`src/rtl/tpr_pkg.sv`:
```
// Shared types and constants of the track plane resampler.
// Used by tpr_ctrl, tpr_dp and track_plane_resampler; depends on nothing.
package tpr_pkg;

    localparam int MAX_POINTS_DEF  = 1024;
    localparam int MAX_SAMPLES_DEF = 64;

    // distance accumulator width (three products plus a 48 bit offset)
    localparam int DW = 52;
    localparam int FB = 16;

    localparam int IN_W  = 176;
    localparam int OUT_W = 72;
    localparam int CFG_W = 48;
    localparam int CIX_W = 3;

    // input tdata layout
    localparam int IDX_LO  = 0;
    localparam int NRM_LO  = 6;
    localparam int OFF_LO  = 54;
    localparam int PT_LO   = 102;

    localparam logic [CIX_W-1:0] CFG_START_NORMAL = 3'd0;
    localparam logic [CIX_W-1:0] CFG_START_OFFSET = 3'd1;
    localparam logic [CIX_W-1:0] CFG_MID_NORMAL   = 3'd2;
    localparam logic [CIX_W-1:0] CFG_MID_OFFSET   = 3'd3;
    localparam logic [CIX_W-1:0] CFG_END_NORMAL   = 3'd4;
    localparam logic [CIX_W-1:0] CFG_END_OFFSET   = 3'd5;
    localparam logic [CIX_W-1:0] CFG_SAMPLE_COUNT = 3'd6;

    localparam logic [47:0] RST_NORMAL     = 48'h4000_0000_0000;
    localparam logic [47:0] RST_START_OFF  = 48'hFFFF_F380_0000;
    localparam logic [47:0] RST_MID_OFF    = 48'h0;
    localparam logic [47:0] RST_END_OFF    = 48'h0000_0C80_0000;
    localparam logic [6:0]  RST_SAMPLES    = 7'd64;

    typedef enum logic [1:0] {
        NS_START = 2'd0,
        NS_MID   = 2'd1,
        NS_END   = 2'd2,
        NS_TBL   = 2'd3
    } t_nsel;

    typedef struct packed {
        logic       tbl_wr;
        logic       pt_load;
        logic       pc_sat;
        logic       mac_en;
        logic       first;
        logic [1:0] comp;
        t_nsel      nsel;
        logic       csel_buf;
        logic       latch_cur;
        logic       classify;
        logic       clear;
        logic       walk_init;
        logic       rd_cur;
        logic       rd_nb;
        logic       tbl_rd;
        logic       save_d;
        logic       div_start;
        logic       i_step;
        logic       n_inc;
        logic       interp_en;
        logic       push;
        logic       final_out;
    } t_cmd;

    typedef struct packed {
        logic pt_full;
        logic walk_go;
        logic d_pos;
        logic usable;
        logic n_done;
        logic div_busy;
        logic out_full;
        logic pend_vld;
    } t_sts;

endpackage

```
`src/rtl/tpr_ctrl.sv`:
```
// Sequencer of the track plane resampler: point intake, classification and plane walk.
// Depends on tpr_pkg; drives tpr_dp through t_cmd and reads back t_sts.
module tpr_ctrl
    import tpr_pkg::*;
(
    input  logic i_clk,
    input  logic i_rst_n,
    input  logic i_valid,
    input  logic i_func,
    input  logic i_last,
    output logic o_ready,
    input  t_sts i_sts,
    output t_cmd o_cmd
);

    typedef enum logic [13:0] {
        ST_IDLE   = 14'b00000000000001,
        ST_PEVAL  = 14'b00000000000010,
        ST_PCLS   = 14'b00000000000100,
        ST_WINIT  = 14'b00000000001000,
        ST_TBL    = 14'b00000000010000,
        ST_CHK    = 14'b00000000100000,
        ST_CMAC   = 14'b00000001000000,
        ST_CD     = 14'b00000010000000,
        ST_NMAC   = 14'b00000100000000,
        ST_DSTART = 14'b00001000000000,
        ST_DIV    = 14'b00010000000000,
        ST_INT    = 14'b00100000000000,
        ST_PUSH   = 14'b01000000000000,
        ST_FLUSH  = 14'b10000000000000
    } t_state;

    t_state     r_state, n_state;
    logic [1:0] r_comp, n_comp;
    logic [1:0] r_pl, n_pl;
    logic       r_last, n_last;

    always_ff @(posedge i_clk) begin
        if (!i_rst_n) begin
            r_state <= ST_IDLE;
            r_comp  <= 2'd0;
            r_pl    <= 2'd0;
            r_last  <= 1'b0;
        end else begin
            r_state <= n_state;
            r_comp  <= n_comp;
            r_pl    <= n_pl;
            r_last  <= n_last;
        end
    end

    always_comb begin
        n_state = r_state;
        n_comp  = r_comp;
        n_pl    = r_pl;
        n_last  = r_last;
        o_ready = 1'b0;
        o_cmd   = '0;
        o_cmd.comp = r_comp;
        case (r_state)
            ST_IDLE: begin
                o_ready = 1'b1;
                if (i_valid) begin
                    if (!i_func) begin
                        o_cmd.tbl_wr = 1'b1;
                    end else begin
                        n_last = i_last;
                        if (i_sts.pt_full) begin
                            // overflowed track: drop the point
                            o_cmd.pc_sat = 1'b1;
                            n_state = i_last ? ST_WINIT : ST_IDLE;
                        end else begin
                            o_cmd.pt_load = 1'b1;
                            n_comp  = 2'd0;
                            n_pl    = 2'd0;
                            n_state = ST_PEVAL;
                        end
                    end
                end
            end
            ST_PEVAL: begin
                o_cmd.mac_en = 1'b1;
                o_cmd.first  = (r_comp == 2'd0);
                case (r_pl)
                    2'd0:    o_cmd.nsel = NS_START;
                    2'd1:    o_cmd.nsel = NS_MID;
                    default: o_cmd.nsel = NS_END;
                endcase
                if (r_comp == 2'd2) begin
                    n_comp = 2'd0;
                    if (r_pl == 2'd2) begin
                        n_state = ST_PCLS;
                    end else begin
                        n_pl = r_pl + 2'd1;
                    end
                end else begin
                    n_comp = r_comp + 2'd1;
                end
            end
            ST_PCLS: begin
                o_cmd.classify = 1'b1;
                n_state = r_last ? ST_WINIT : ST_IDLE;
            end
            ST_WINIT: begin
                o_cmd.walk_init = 1'b1;
                n_state = i_sts.usable ? ST_TBL : ST_FLUSH;
            end
            ST_TBL: begin
                if (i_sts.n_done) begin
                    n_state = ST_FLUSH;
                end else begin
                    o_cmd.tbl_rd = 1'b1;
                    n_state = ST_CHK;
                end
            end
            ST_CHK: begin
                if (!i_sts.walk_go) begin
                    n_state = ST_FLUSH;
                end else begin
                    o_cmd.rd_cur = 1'b1;
                    n_comp  = 2'd0;
                    n_state = ST_CMAC;
                end
            end
            ST_CMAC, ST_NMAC: begin
                o_cmd.mac_en    = 1'b1;
                o_cmd.first     = (r_comp == 2'd0);
                o_cmd.nsel      = NS_TBL;
                o_cmd.csel_buf  = 1'b1;
                o_cmd.latch_cur = (r_state == ST_CMAC) && (r_comp == 2'd0);
                if (r_comp == 2'd2) begin
                    n_comp  = 2'd0;
                    n_state = (r_state == ST_CMAC) ? ST_CD : ST_DSTART;
                end else begin
                    n_comp = r_comp + 2'd1;
                end
            end
            ST_CD: begin
                if (i_sts.d_pos) begin
                    o_cmd.save_d = 1'b1;
                    o_cmd.rd_nb  = 1'b1;
                    n_comp  = 2'd0;
                    n_state = ST_NMAC;
                end else begin
                    o_cmd.i_step = 1'b1;
                    n_state = ST_CHK;
                end
            end
            ST_DSTART: begin
                o_cmd.div_start = 1'b1;
                n_state = ST_DIV;
            end
            ST_DIV: begin
                if (!i_sts.div_busy) begin
                    n_comp  = 2'd0;
                    n_state = ST_INT;
                end
            end
            ST_INT: begin
                o_cmd.interp_en = 1'b1;
                if (r_comp == 2'd2) begin
                    n_comp  = 2'd0;
                    n_state = ST_PUSH;
                end else begin
                    n_comp = r_comp + 2'd1;
                end
            end
            ST_PUSH: begin
                // hold the new crossing until the older one can leave
                if (!(i_sts.pend_vld && i_sts.out_full)) begin
                    o_cmd.push  = 1'b1;
                    o_cmd.n_inc = 1'b1;
                    n_state = ST_TBL;
                end
            end
            ST_FLUSH: begin
                if (!i_sts.out_full) begin
                    o_cmd.final_out = 1'b1;
                    o_cmd.clear     = 1'b1;
                    n_state = ST_IDLE;
                end
            end
            default: begin
                n_state = ST_IDLE;
            end
        endcase
    end

endmodule

```
`config.mk`:
```
export PLATFORM = sky130hd
export DESIGN_NAME = tpr_ctrl
export DESIGN_NICKNAME = d
export VERILOG_FILES = /design/src/rtl/tpr_pkg.sv /design/src/rtl/tpr_ctrl.sv
export SDC_FILE = /design/constraint.sdc
export NUM_CORES = 1
export LEC_CHECK = 0
export BUFFER_PORTS_ARGS = -buffer_cell sky130_fd_sc_hd__buf_2
export CORE_MARGIN = 3
export CORE_UTILIZATION = 45
export DETAILED_ROUTE_END_ITERATION = 8
export PLACE_DENSITY = 0.75
export REMOVE_ABC_BUFFERS = 1
export SLEW_MARGIN = 25
export SYNTH_ARGS = -nofsm -noshare
export SYNTH_HDL_FRONTEND = slang
export SYNTH_SLANG_ARGS = --single-unit
```
`constraint.sdc`:
```
create_clock -name i_clk -period 3.9 [get_ports i_clk]
set_clock_uncertainty 0.05 [all_clocks]
set_input_delay 0.39 -clock i_clk [delete_from_list [all_inputs] [get_ports i_clk]]
set_output_delay 0.39 -clock i_clk [all_outputs]
set_load 0.1 [all_outputs]
```
# Word level (Yosys, flattened, before mapping)
# Index checks and enable logic that the tools add are counted.
# W data, S select, Z words.
[op_classes] reduce_logical=13 muxes=56 n_addsub=2 order_cmp=0 n_bitwise=0 n_eq_ne=30 div=0 shifts=0 multipliers=0
[op_table] cell="$pmux W14 S13" count=1
[op_table] cell="$mux W14" count=12
[op_table] cell="$ne A2 B2 Y1 const B" count=13
[op_table] cell="$mux W2" count=12
[op_table] cell="$mux W1" count=20
[op_table] cell="$eq A14 B1 Y1 const B" count=1
[op_table] cell="$eq A14 B10 Y1 const B" count=1
[op_table] cell="$eq A14 B11 Y1 const B" count=1
[op_table] cell="$eq A14 B12 Y1 const B" count=1
[op_table] cell="$eq A14 B13 Y1 const B" count=1
[op_table] cell="$eq A14 B14 Y1 const B" count=1
[op_table] cell="$eq A14 B2 Y1 const B" count=1
[op_table] cell="$eq A14 B3 Y1 const B" count=1
[op_table] cell="$eq A14 B4 Y1 const B" count=1
[op_table] cell="$eq A14 B5 Y1 const B" count=1
[op_table] cell="$eq A14 B6 Y1 const B" count=1
[op_table] cell="$eq A14 B7 Y1 const B" count=1
[op_table] cell="$eq A14 B8 Y1 const B" count=1
[op_table] cell="$eq A14 B9 Y1 const B" count=1
[op_table] cell="$mux W4" count=3
[op_table] cell="$pmux W2 S2" count=3
[op_table] cell="$mux W10" count=1
[op_table] cell="$pmux W2 S5" count=1
[op_table] cell="$mux W9" count=1
[op_table] cell="other kinds (15)" count=20
[word_totals] rom_bits=0 latchBits=0 inputBits=13 elab_cells=105 mem_count=0 regBits=19 ram_bits=0

# Logic depth before layout (Yosys ltp)
# Gate-level depths: netlist of run 1.
[depth] ltp_word=5 depth_mapped=8

# Least setup slack after synthesis of run 1
# OpenSTA, ideal clock, no wires.
[synth_path] path_kind="flip-flop to output port" from="register r_state[8]" to="output o_cmd[19] (netlist bit)" path_stages_with_launch=6 path_buffers=0 slack_ps=-2358 arrival_time_ps=5818 cell_sequence="dfxtp_1 nor4_4 nand3_1 a21boi_1 nand2b_1 nor3b_1"
[synth_lines] item="start: declaration" line_no="tpr_ctrl.sv:33" rtl="t_state r_state, n_state;"
[synth_lines] item="start signal: assignment" line_no="tpr_ctrl.sv:45" rtl="r_state <= n_state;"
[synth_lines] item="end: declaration" line_no="tpr_ctrl.sv:13" rtl="output t_cmd o_cmd"

==> qor.txt, run 1 <==
status: completed
cell area after layout: 0.00173 mm2
final setup fails: 0
synthesis-stage register bit count: 19
CP max FO: 7
layout cells sized above 1: 23.5%
Data arrival, critical path: 2700 ps
worst slew pin tran: 588 ps
Rows: 20
RSZ-0062 raised after global routing: false
EDFF count, synth: 0
Critical Path, Cell by Cell: nor4b_1, nand3_1, a21boi_1, nand2b_1, nor3b_1, buf_2
die footprint: 0.00416 mm2
crit share post-route: 80.5%
met3 wire length: 368 um
CTS sink count: 19
Pre-antenna DRT Iters: 4
Top Family by Delay on Critical Path: simple AND/OR/NAND/NOR gates
most frequent cells in the layout: buf_2 (37), dfxtp_1 (19), nand3_1 (16)
Worst Hold Class: in2reg
max-slew violations: 0
Tot GR Track Use: 20.9%
most common cell after layout, fill and taps aside: buf_2
Ys Warns: 0
Post-Route Setup TNS: 0 ps
IO Port Bufs: 37
top routing layer in use: met4
vias per inst: 6.07
DR WL/cell: 15.8 um
Gate Count Post-Synth: 198
Die W: 64.5 um
DRT iter0 DRCs: 157
M1 wire length: 1910 um
Core Box Area: 0.00315 mm2
pin count of the biggest net entering global routing: 15
Placement Cell Area: 0.00171 mm2
hold slack: 273 ps
vias in the first global route: 1388
Max stage delay on crit path: 510 ps
Routed WL: 4260 um
GPL Wtd Cong: 1.03
worst skew pair latency: 320 ps
Slew HR: 60.4%
diodes inserted: 0
WP data required: 3460 ps
Initial Util: 48.8%
crit path launch type: register
overall power: 0.000595 W
DPL Wire Length: 3210 um
Min Clock Period, post-route: 3140 ps
CTS resizes: 0
CTS Hold Buffers Added: 0
nature of the critical path endpoint: output port
Finished Core Util: 55.0%
critical path type: reg2out
first-pass GRT wire length: 6870 um
setup bufs post-CTS: 0
worst path bufs/invs: 1
area of the mapped netlist: 0.00154 mm2
# Max-Cap Violations: 0
P&R area growth vs syn: 12.6%
fmax: 319 MHz
mean area per synthesized cell: 7.78 um2
Total Nets Final: 243
clock root buffer: clkbuf_4
synth unique cells: 53
CP max-delay cell: nor4b_1
TritonCTS clock tree: done
overflow left after global routing: 0
Final Hold Viols: 0
top_reg_cell synth: dfxtp_1
sequential share of the synthesized area: 24.7%
total power per unit cell area: 343 mW/mm2
P_leak: 0.752 nW
DRC viols: 0
total number of vias: 1638
initial antenna violation count: 0
die height: 64.5 um
deepest clock path buffer count: 2
Worst VDD drop: 0.160 mV
FILL cells: 321
met2 WL: 1890 um
post-route ant nets: 0
H-tree levels: 1
Clk pin slew, worst setup/hold paths: 120 ps
IO Count: 38
Async S/R FF share, synth: 0%
Inserted Clock Buffers: 3
-- tightest hold or removal path: stages --
cell and delay [ps]:
buf_2 120, nand2_1 50, a21oi_1 50
-- cell families after synthesis --
kind of cell	count (synthesis)	synth area share [%]
fa+ha+maj	3	2.44
buf+inv	23	7.47
compound gates	37	16.8
flops	19	24.7
mux	1	0.650
simple gates	112	46.2
xor+xnor	3	1.71
-- report_power, final --
group	switching (W)	leakage, nW	internal [W]	total (W)
Clock	0.0000677	0.0177	0.0000384	0.000106
Sequential	0.0000168	0.154	0.000202	0.000219
Combinational	0.000198	0.580	0.0000720	0.000270
Total	0.000282	0.752	0.000312	0.000595
-- path summary, 6_finish.rpt --
| path | startpoint | slack [ps] | depth (start not counted) | endpoint |
|---|---|---|---|---|
| worst max-delay path | r_state[8]$_SDFFE_PN0P_ | 760 | 6 | o_cmd[19] |
| worst min-delay path | i_last | 270 | 3 | r_last$_SDFFE_PN0P_ |
| worst max register to register | r_state[5]$_SDFFE_PN0P_ | 1380 | 6 | r_state[0]$_SDFFE_PN1P_ |
| worst min register to register | r_pl[0]$_SDFFE_PN0P_ | 450 | 2 | r_pl[0]$_SDFFE_PN0P_ |
-- Yosys cell counts, types with 5 or more instances --
cell type | count | share of area [%]
nor4b_1 | 5 | 2.8
o21ai_0 | 6 | 1.9
nand2_1 | 14 | 3.4
inv_1 | 9 | 2.2
o21a_1 | 5 | 2.4
nor2_1 | 14 | 3.4
buf_2 | 5 | 1.6
nand4_1 | 11 | 4.5
nor3_1 | 9 | 2.9
nand3_1 | 16 | 5.2
and3_1 | 5 | 2.0
dfxtp_1 | 19 | 25
a21oi_1 | 7 | 2.3
-- metrics by stage --
step                cells  setup slack [ps]
floorplan             184             -2420
global route          270               480
detailed placement    266              1180
finish                270               761
global placement      266              1250
CTS                   270               793
-- cell type report --
class | instances | area (um2) | area share, %
Multi-Input combinational cell | 156 | 1040 | 60.2
Sequential cell | 19 | 380 | 21.9
Timing Repair Buffer | 38 | 193 | 11.1
Tap cell | 44 | 55.1 | 3.17
Inverter | 9 | 33.8 | 1.95
Clock buffer | 3 | 22.5 | 1.30
Clock inverter | 1 | 5.00 | 0.289
-- layer usage --
metal | track usage, % | vias to the layer above
met3 | 4.68 | 10
met4 | 6.33 | 0
met1 | 29.6 | 749
li1 | - | 801
met2 | 31.3 | 78
met5 | 0 | -
-- registers in the layout, summed over array words and instances (netlist names) --
register  count
r_comp        2
r_last        1
r_pl          2
r_state      14
(Power assumes the default switching activity.)
==> run 2: changes to the inputs <==
clock period = 2.9 ns   (was 3.9 ns; I/O delays follow)
==> qor.txt, run 2 (synthesis results as in run 1) <==
status: completed
initial antenna violation count: 0 (unchanged)
Clk pin slew, worst setup/hold paths: 110 ps (about the same)
Inserted Clock Buffers: 3 (unchanged)
pin count of the biggest net entering global routing: 13 (-2)
total number of vias: 1654 (+0.98%)
nature of the critical path endpoint: output port
# Max-Cap Violations: 0 (unchanged)
Data arrival, critical path: 2400 ps (-300 ps)
Worst Hold Class: in2reg
Die W: 64.5 um (unchanged)
R2R depth: 6 (unchanged)
WP data required: 2560 ps (-900 ps)
crit share post-route: 94.6%
CP max-delay cell: dfxtp_1
DPL Wire Length: 3400 um (+6.0%)
worst slew pin tran: 568 ps (-19.6 ps)
Worst R2R Start: r_state[1]$_SDFFE_PN0P_
max-slew violations: 0 (unchanged)
DR WL/cell: 15.8 um (+0.29%)
DRT iter0 DRCs: 239 (+52%)
RSZ-0062 raised after global routing: false
crit path launch type: register
diodes inserted: 0 (unchanged)
worst path bufs/invs: 2 (+1)
FILL cells: 309 (-3.7%)
CP max FO: 8 (+1)
first-pass GRT wire length: 7200 um (+4.8%)
Final WS setup: 157 ps (-604 ps)
vias per inst: 5.99 (-1.2%)
Biggest register: r_state
post-route ant nets: 0 (unchanged)
CTS sink count: 19 (unchanged)
Top Family by Delay on Critical Path: simple AND/OR/NAND/NOR gates
die height: 64.5 um (unchanged)
pre-CTS WS: 344 ps (-837 ps)
Critical Path, Cell by Cell: nor4_4, buf_4, nand3_1, a21boi_2, nand2b_1, nor3b_1, buf_12
final std cells w/o fill: 276 (+2.2%)
Core Box Area: 0.00315 mm2 (unchanged)
clock root buffer: clkbuf_4
TritonCTS clock tree: done
Finished Core Util: 57.3% (+2.3 points)
DRC viols: 0 (unchanged)
fmax: 365 MHz
Slew HR: 61.6% (+1.2 points)
total power per unit cell area: 449 mW/mm2 (+31%)
Pre-antenna DRT Iters: 5 (+1)
Worst VDD drop: 0.206 mV (+28%)
Routed WL: 4360 um (+2.5%)
P_leak: 0.779 nW (+3.6%)
layout cells sized above 1: 25.9% (+2.4 points)
overflow left after global routing: 0 (unchanged)
IO Count: 38 (unchanged)
Total Nets Final: 249 (+2.5%)
Initial Util: 48.8% (unchanged)
vias in the first global route: 1531 (+10%)
die footprint: 0.00416 mm2 (unchanged)
worst r2r dst: r_state[0]$_SDFFE_PN1P_
cell area after layout: 0.00181 mm2 (+4.1%)
Tot GR Track Use: 21.6% (+0.79 points)
worst skew pair latency: 300 ps (-20 ps)
placed cell count: 272 (+2.3%)
max reg flops: 14 (unchanged)
critical path endpoint: o_cmd[19]
Max stage delay on crit path: 410 ps (-100 ps)
critical path depth in cells: 7 (+1)
critical path type: reg2out
overall power: 0.000810 W (+36%)
GPL Wtd Cong: 0.921 (-11%)
final setup fails: 0 (unchanged)
CP Launch Point: r_state[9]$_SDFFE_PN0P_
CTS Hold Buffers Added: 0 (unchanged)
deepest clock path buffer count: 2 (unchanged)
Regs by FF count: r_state x14, r_comp x2, r_pl x2
R2R Setup Slk: 470 ps (-910 ps)
IO Port Bufs: 37 (unchanged)
P&R area growth vs syn: 17.2%
most common cell after layout, fill and taps aside: buf_2
Rows: 20 (unchanged)
most frequent cells in the layout: buf_2 (35), dfxtp_1 (19), nand3_1 (16)
Placement Cell Area: 0.00177 mm2 (+3.5%)
Final Hold Viols: 0 (unchanged)
Min Clock Period, post-route: 2740 ps
H-tree levels: 1 (unchanged)
## run 2: changes by cell type in the layout (fill, tap and decap cells not counted)
cell      previous run  this run
clkbuf_4             3         4
nor4b_2              1         2
buf_2               37        35
a21boi_2             0         1
buf_4                1         7
clkinv_2             1         0
buf_12               0         1
nor4b_1              5         4
clkbuf_1             0         1
a21boi_1             1         0
## run 2: how the worst min path moves through the flow
stage                              start  cells past startpoint  slack (ps)                 endpoint
floorplan                        i_rst_n                      1         320  r_state[0]$_SDFFE_PN1P_
global placement    r_pl[0]$_SDFFE_PN0P_                      2         420     r_pl[0]$_SDFFE_PN0P_
detailed placement  r_pl[0]$_SDFFE_PN0P_                      2         430     r_pl[0]$_SDFFE_PN0P_
CTS                               i_last                      3         200      r_last$_SDFFE_PN0P_
global route                      i_last                      3         210      r_last$_SDFFE_PN0P_
finish                            i_last                      3         200      r_last$_SDFFE_PN0P_
## run 2: report_power, final
part           leakage (nW)  switching, W  internal [W]
combinational         0.610      0.000268      0.000109
sequential            0.154     0.0000220      0.000272
clock                0.0150     0.0000855     0.0000536
## run 2: per-stage QoR
stage | setup TNS, ps | hold slack (ps)
after floorplan | -28320 | 319
final | 0 | 196
after detailed placement | 0 | 434
after global placement | 0 | 424
after CTS | 0 | 196
after global routing | 0 | 207
## run 2: worst register-to-register path: stages, from the launching register on
cell and delay (ps):
dfxtp_1 530, nor4b_1 530, nand4_1 270, nor2_1 300, and3b_1 260, nand2_1 230, o221ai_1 140
## run 2: timing repair
item	CTS	global route
gates resized for setup	1	2
gates cloned	0	0
endpoints found under the setup margin	1	2
buffers inserted	0	0
## run 2: area by class of cell
class,instances,area [um2],area share (%)
inverter,9,33.8,1.87
multi-input combinational,156,1050,58.4
tap,44,55.1,3.05
clock buffer,4,26.3,1.46
timing repair buffer,44,255,14.1
sequential,19,380,21.1
## run 2: metal layers
layer / global-route usage, % / routed length (um) / up-vias
li1: - / - / 812
met1: 30.3 / 2000 / 767
met2: 34.8 / 2030 / 69
met3: 2.25 / 269 / 6
met4: 6.86 / 60 / 0
met5: 0 / 0 / -
==> run 3: changes to the inputs <==
CTS_BUF_LIST = sky130_fd_sc_hd__clkbuf_4   (was not set)
SLEW_MARGIN = not set   (was 25)
==> qor.txt, run 3 (synthesis results as in run 1) <==
Slew HR: 60.2% (-1.4 points)
max-slew violations: 0 (unchanged)
worst slew pin tran: 590 ps (+22.1 ps)
first-pass GRT wire length: 7200 um (about the same)
hold path depth: 3 (unchanged)
M1 wire length: 2030 um (+1.4%)
Tot GR Track Use: 21.6% (-0.036 points)
Clk pin slew, worst setup/hold paths: 110 ps (about the same)
crit share post-route: 94.8% (+0.27 points)
DPL Wire Length: 3400 um (unchanged)
GPL Wtd Cong: 0.921 (unchanged)
final setup fails: 0 (unchanged)
met3 wire length: 258 um (-4.1%)
cell area after layout: 0.00181 mm2 (+0.21%)
R2R depth: 7 (+1)
Core Box Area: 0.00315 mm2 (unchanged)
vias per inst: 6.01 (+0.36%)
overall power: 0.000821 W (+1.4%)
crit path launch type: register
CTS resizes: 1 (unchanged)
die height: 64.5 um (unchanged)
final std cells w/o fill: 276 (unchanged)
pin count of the biggest net entering global routing: 13 (unchanged)
total number of vias: 1660 (+0.36%)
Worst VDD drop: 0.207 mV (+0.68%)
Regs by FF count: r_state x14, r_comp x2, r_pl x2
pre-CTS WS: 344 ps (unchanged)
H-tree levels: 1 (unchanged)
top routing layer in use: met4
Min Clock Period, post-route: 2750 ps (+7.73 ps)
Die W: 64.5 um (unchanged)
status: completed
Routed WL: 4370 um (+0.18%)
P&R area growth vs syn: 17.5%
P_leak: 0.782 nW (+0.44%)
die footprint: 0.00416 mm2 (unchanged)
nature of the critical path endpoint: output port
DRT iter0 DRCs: 236 (-1.3%)
most frequent cells in the layout: buf_2 (35), dfxtp_1 (19), nand3_1 (16)
Inserted Clock Buffers: 3 (unchanged)
Initial Util: 48.8% (unchanged)
setup bufs post-CTS: 0 (unchanged)
Pre-antenna DRT Iters: 4 (-1)
# Max-Cap Violations: 0 (unchanged)
worst skew pair latency: 300 ps (about the same)
total power per unit cell area: 454 mW/mm2 (+1.2%)
overflow left after global routing: 0 (unchanged)
TritonCTS clock tree: done
Data arrival, critical path: 2410 ps (about the same)
FILL cells: 312 (+0.97%)
met2 WL: 2030 um (unchanged)
fmax: 364 MHz (-0.28%)
critical path type: reg2out
RSZ-0062 raised after global routing: false
diodes inserted: 0 (unchanged)
WP data required: 2560 ps (about the same)
placed cell count: 272 (unchanged)
CP max FO: 8 (unchanged)
IO Count: 38 (unchanged)
most common cell after layout, fill and taps aside: buf_2
initial antenna violation count: 0 (unchanged)
Total Nets Final: 249 (unchanged)
DR WL/cell: 15.8 um (+0.18%)
vias in the first global route: 1532 (+0.065%)
max reg flops: 14 (unchanged)
Worst Hold Class: in2reg
Final Hold Viols: 0 (unchanged)
post-route ant nets: 0 (unchanged)
Rows: 20 (unchanged)
clock root buffer: clkbuf_4
Biggest register: r_state
IO Port Bufs: 37 (unchanged)
deepest clock path buffer count: 2 (unchanged)
DRC viols: 0 (unchanged)
CTS Hold Buffers Added: 0 (unchanged)
Final WS setup: 150 ps (-7.73 ps)
layout cells sized above 1: 26.3% (+0.43 points)
CTS sink count: 19 (unchanged)
Placement Cell Area: 0.00177 mm2 (unchanged)
==> run 3: cell counts in the layout (fill, tap and decap cells not counted) <==
No cell type changed its count.
==> run 3: final cells by class <==
class                      count  area, um2  share of cell area [%]
clock buffer                   4       30.0                    1.66
inverter                       9       33.8                    1.87
multi-input combinational    156       1050                    58.3
sequential                    19        380                    21.0
tap                           44       55.1                    3.04
timing repair buffer          44        255                    14.1
==> run 3: path summary, 6_finish.rpt <==
path | start | endpoint | slack [ps]
max | r_state[1]$_SDFFE_PN0P_ | o_cmd[19] | 150
min | i_last | r_last$_SDFFE_PN0P_ | 200
max reg2reg | r_state[11]$_SDFFE_PN0P_ | r_state[8]$_SDFFE_PN0P_ | 420
min reg2reg | r_pl[0]$_SDFFE_PN0P_ | r_pl[0]$_SDFFE_PN0P_ | 450
==> run 3: critical path: stages, from the launching register on <==
cell and delay [ps]:
dfxtp_1 530, nor4b_1 530, nand4_1 280, nand2b_1 180, nor3b_1 360, buf_12 230
==> run 3: per-stage QoR <==
| stage | hold WS, ps | utilization, % | TNS [ps] |
|---|---|---|---|
| floorplan | 319 | - | -28320 |
| global placement | 424 | 56.0 | 0 |
| detailed placement | 434 | 56.0 | 0 |
| CTS | 194 | 57.2 | 0 |
| global route | 210 | 57.4 | 0 |
| finish | 196 | 57.4 | 0 |
==> run 3: metal layers <==
layer  vias up  GRT usage [%]
met3         6           2.25
met5         -              0
met4         0           6.86
li1        812              -
met1       776           30.2
met2        66           34.8
==> run 3: report_power, final <==
part	leakage, nW	internal, W	total (W)	switching (W)
registers	0.154	0.000272	0.000294	0.0000219
logic	0.610	0.000109	0.000379	0.000270
clock network	0.0184	0.0000629	0.000149	0.0000857
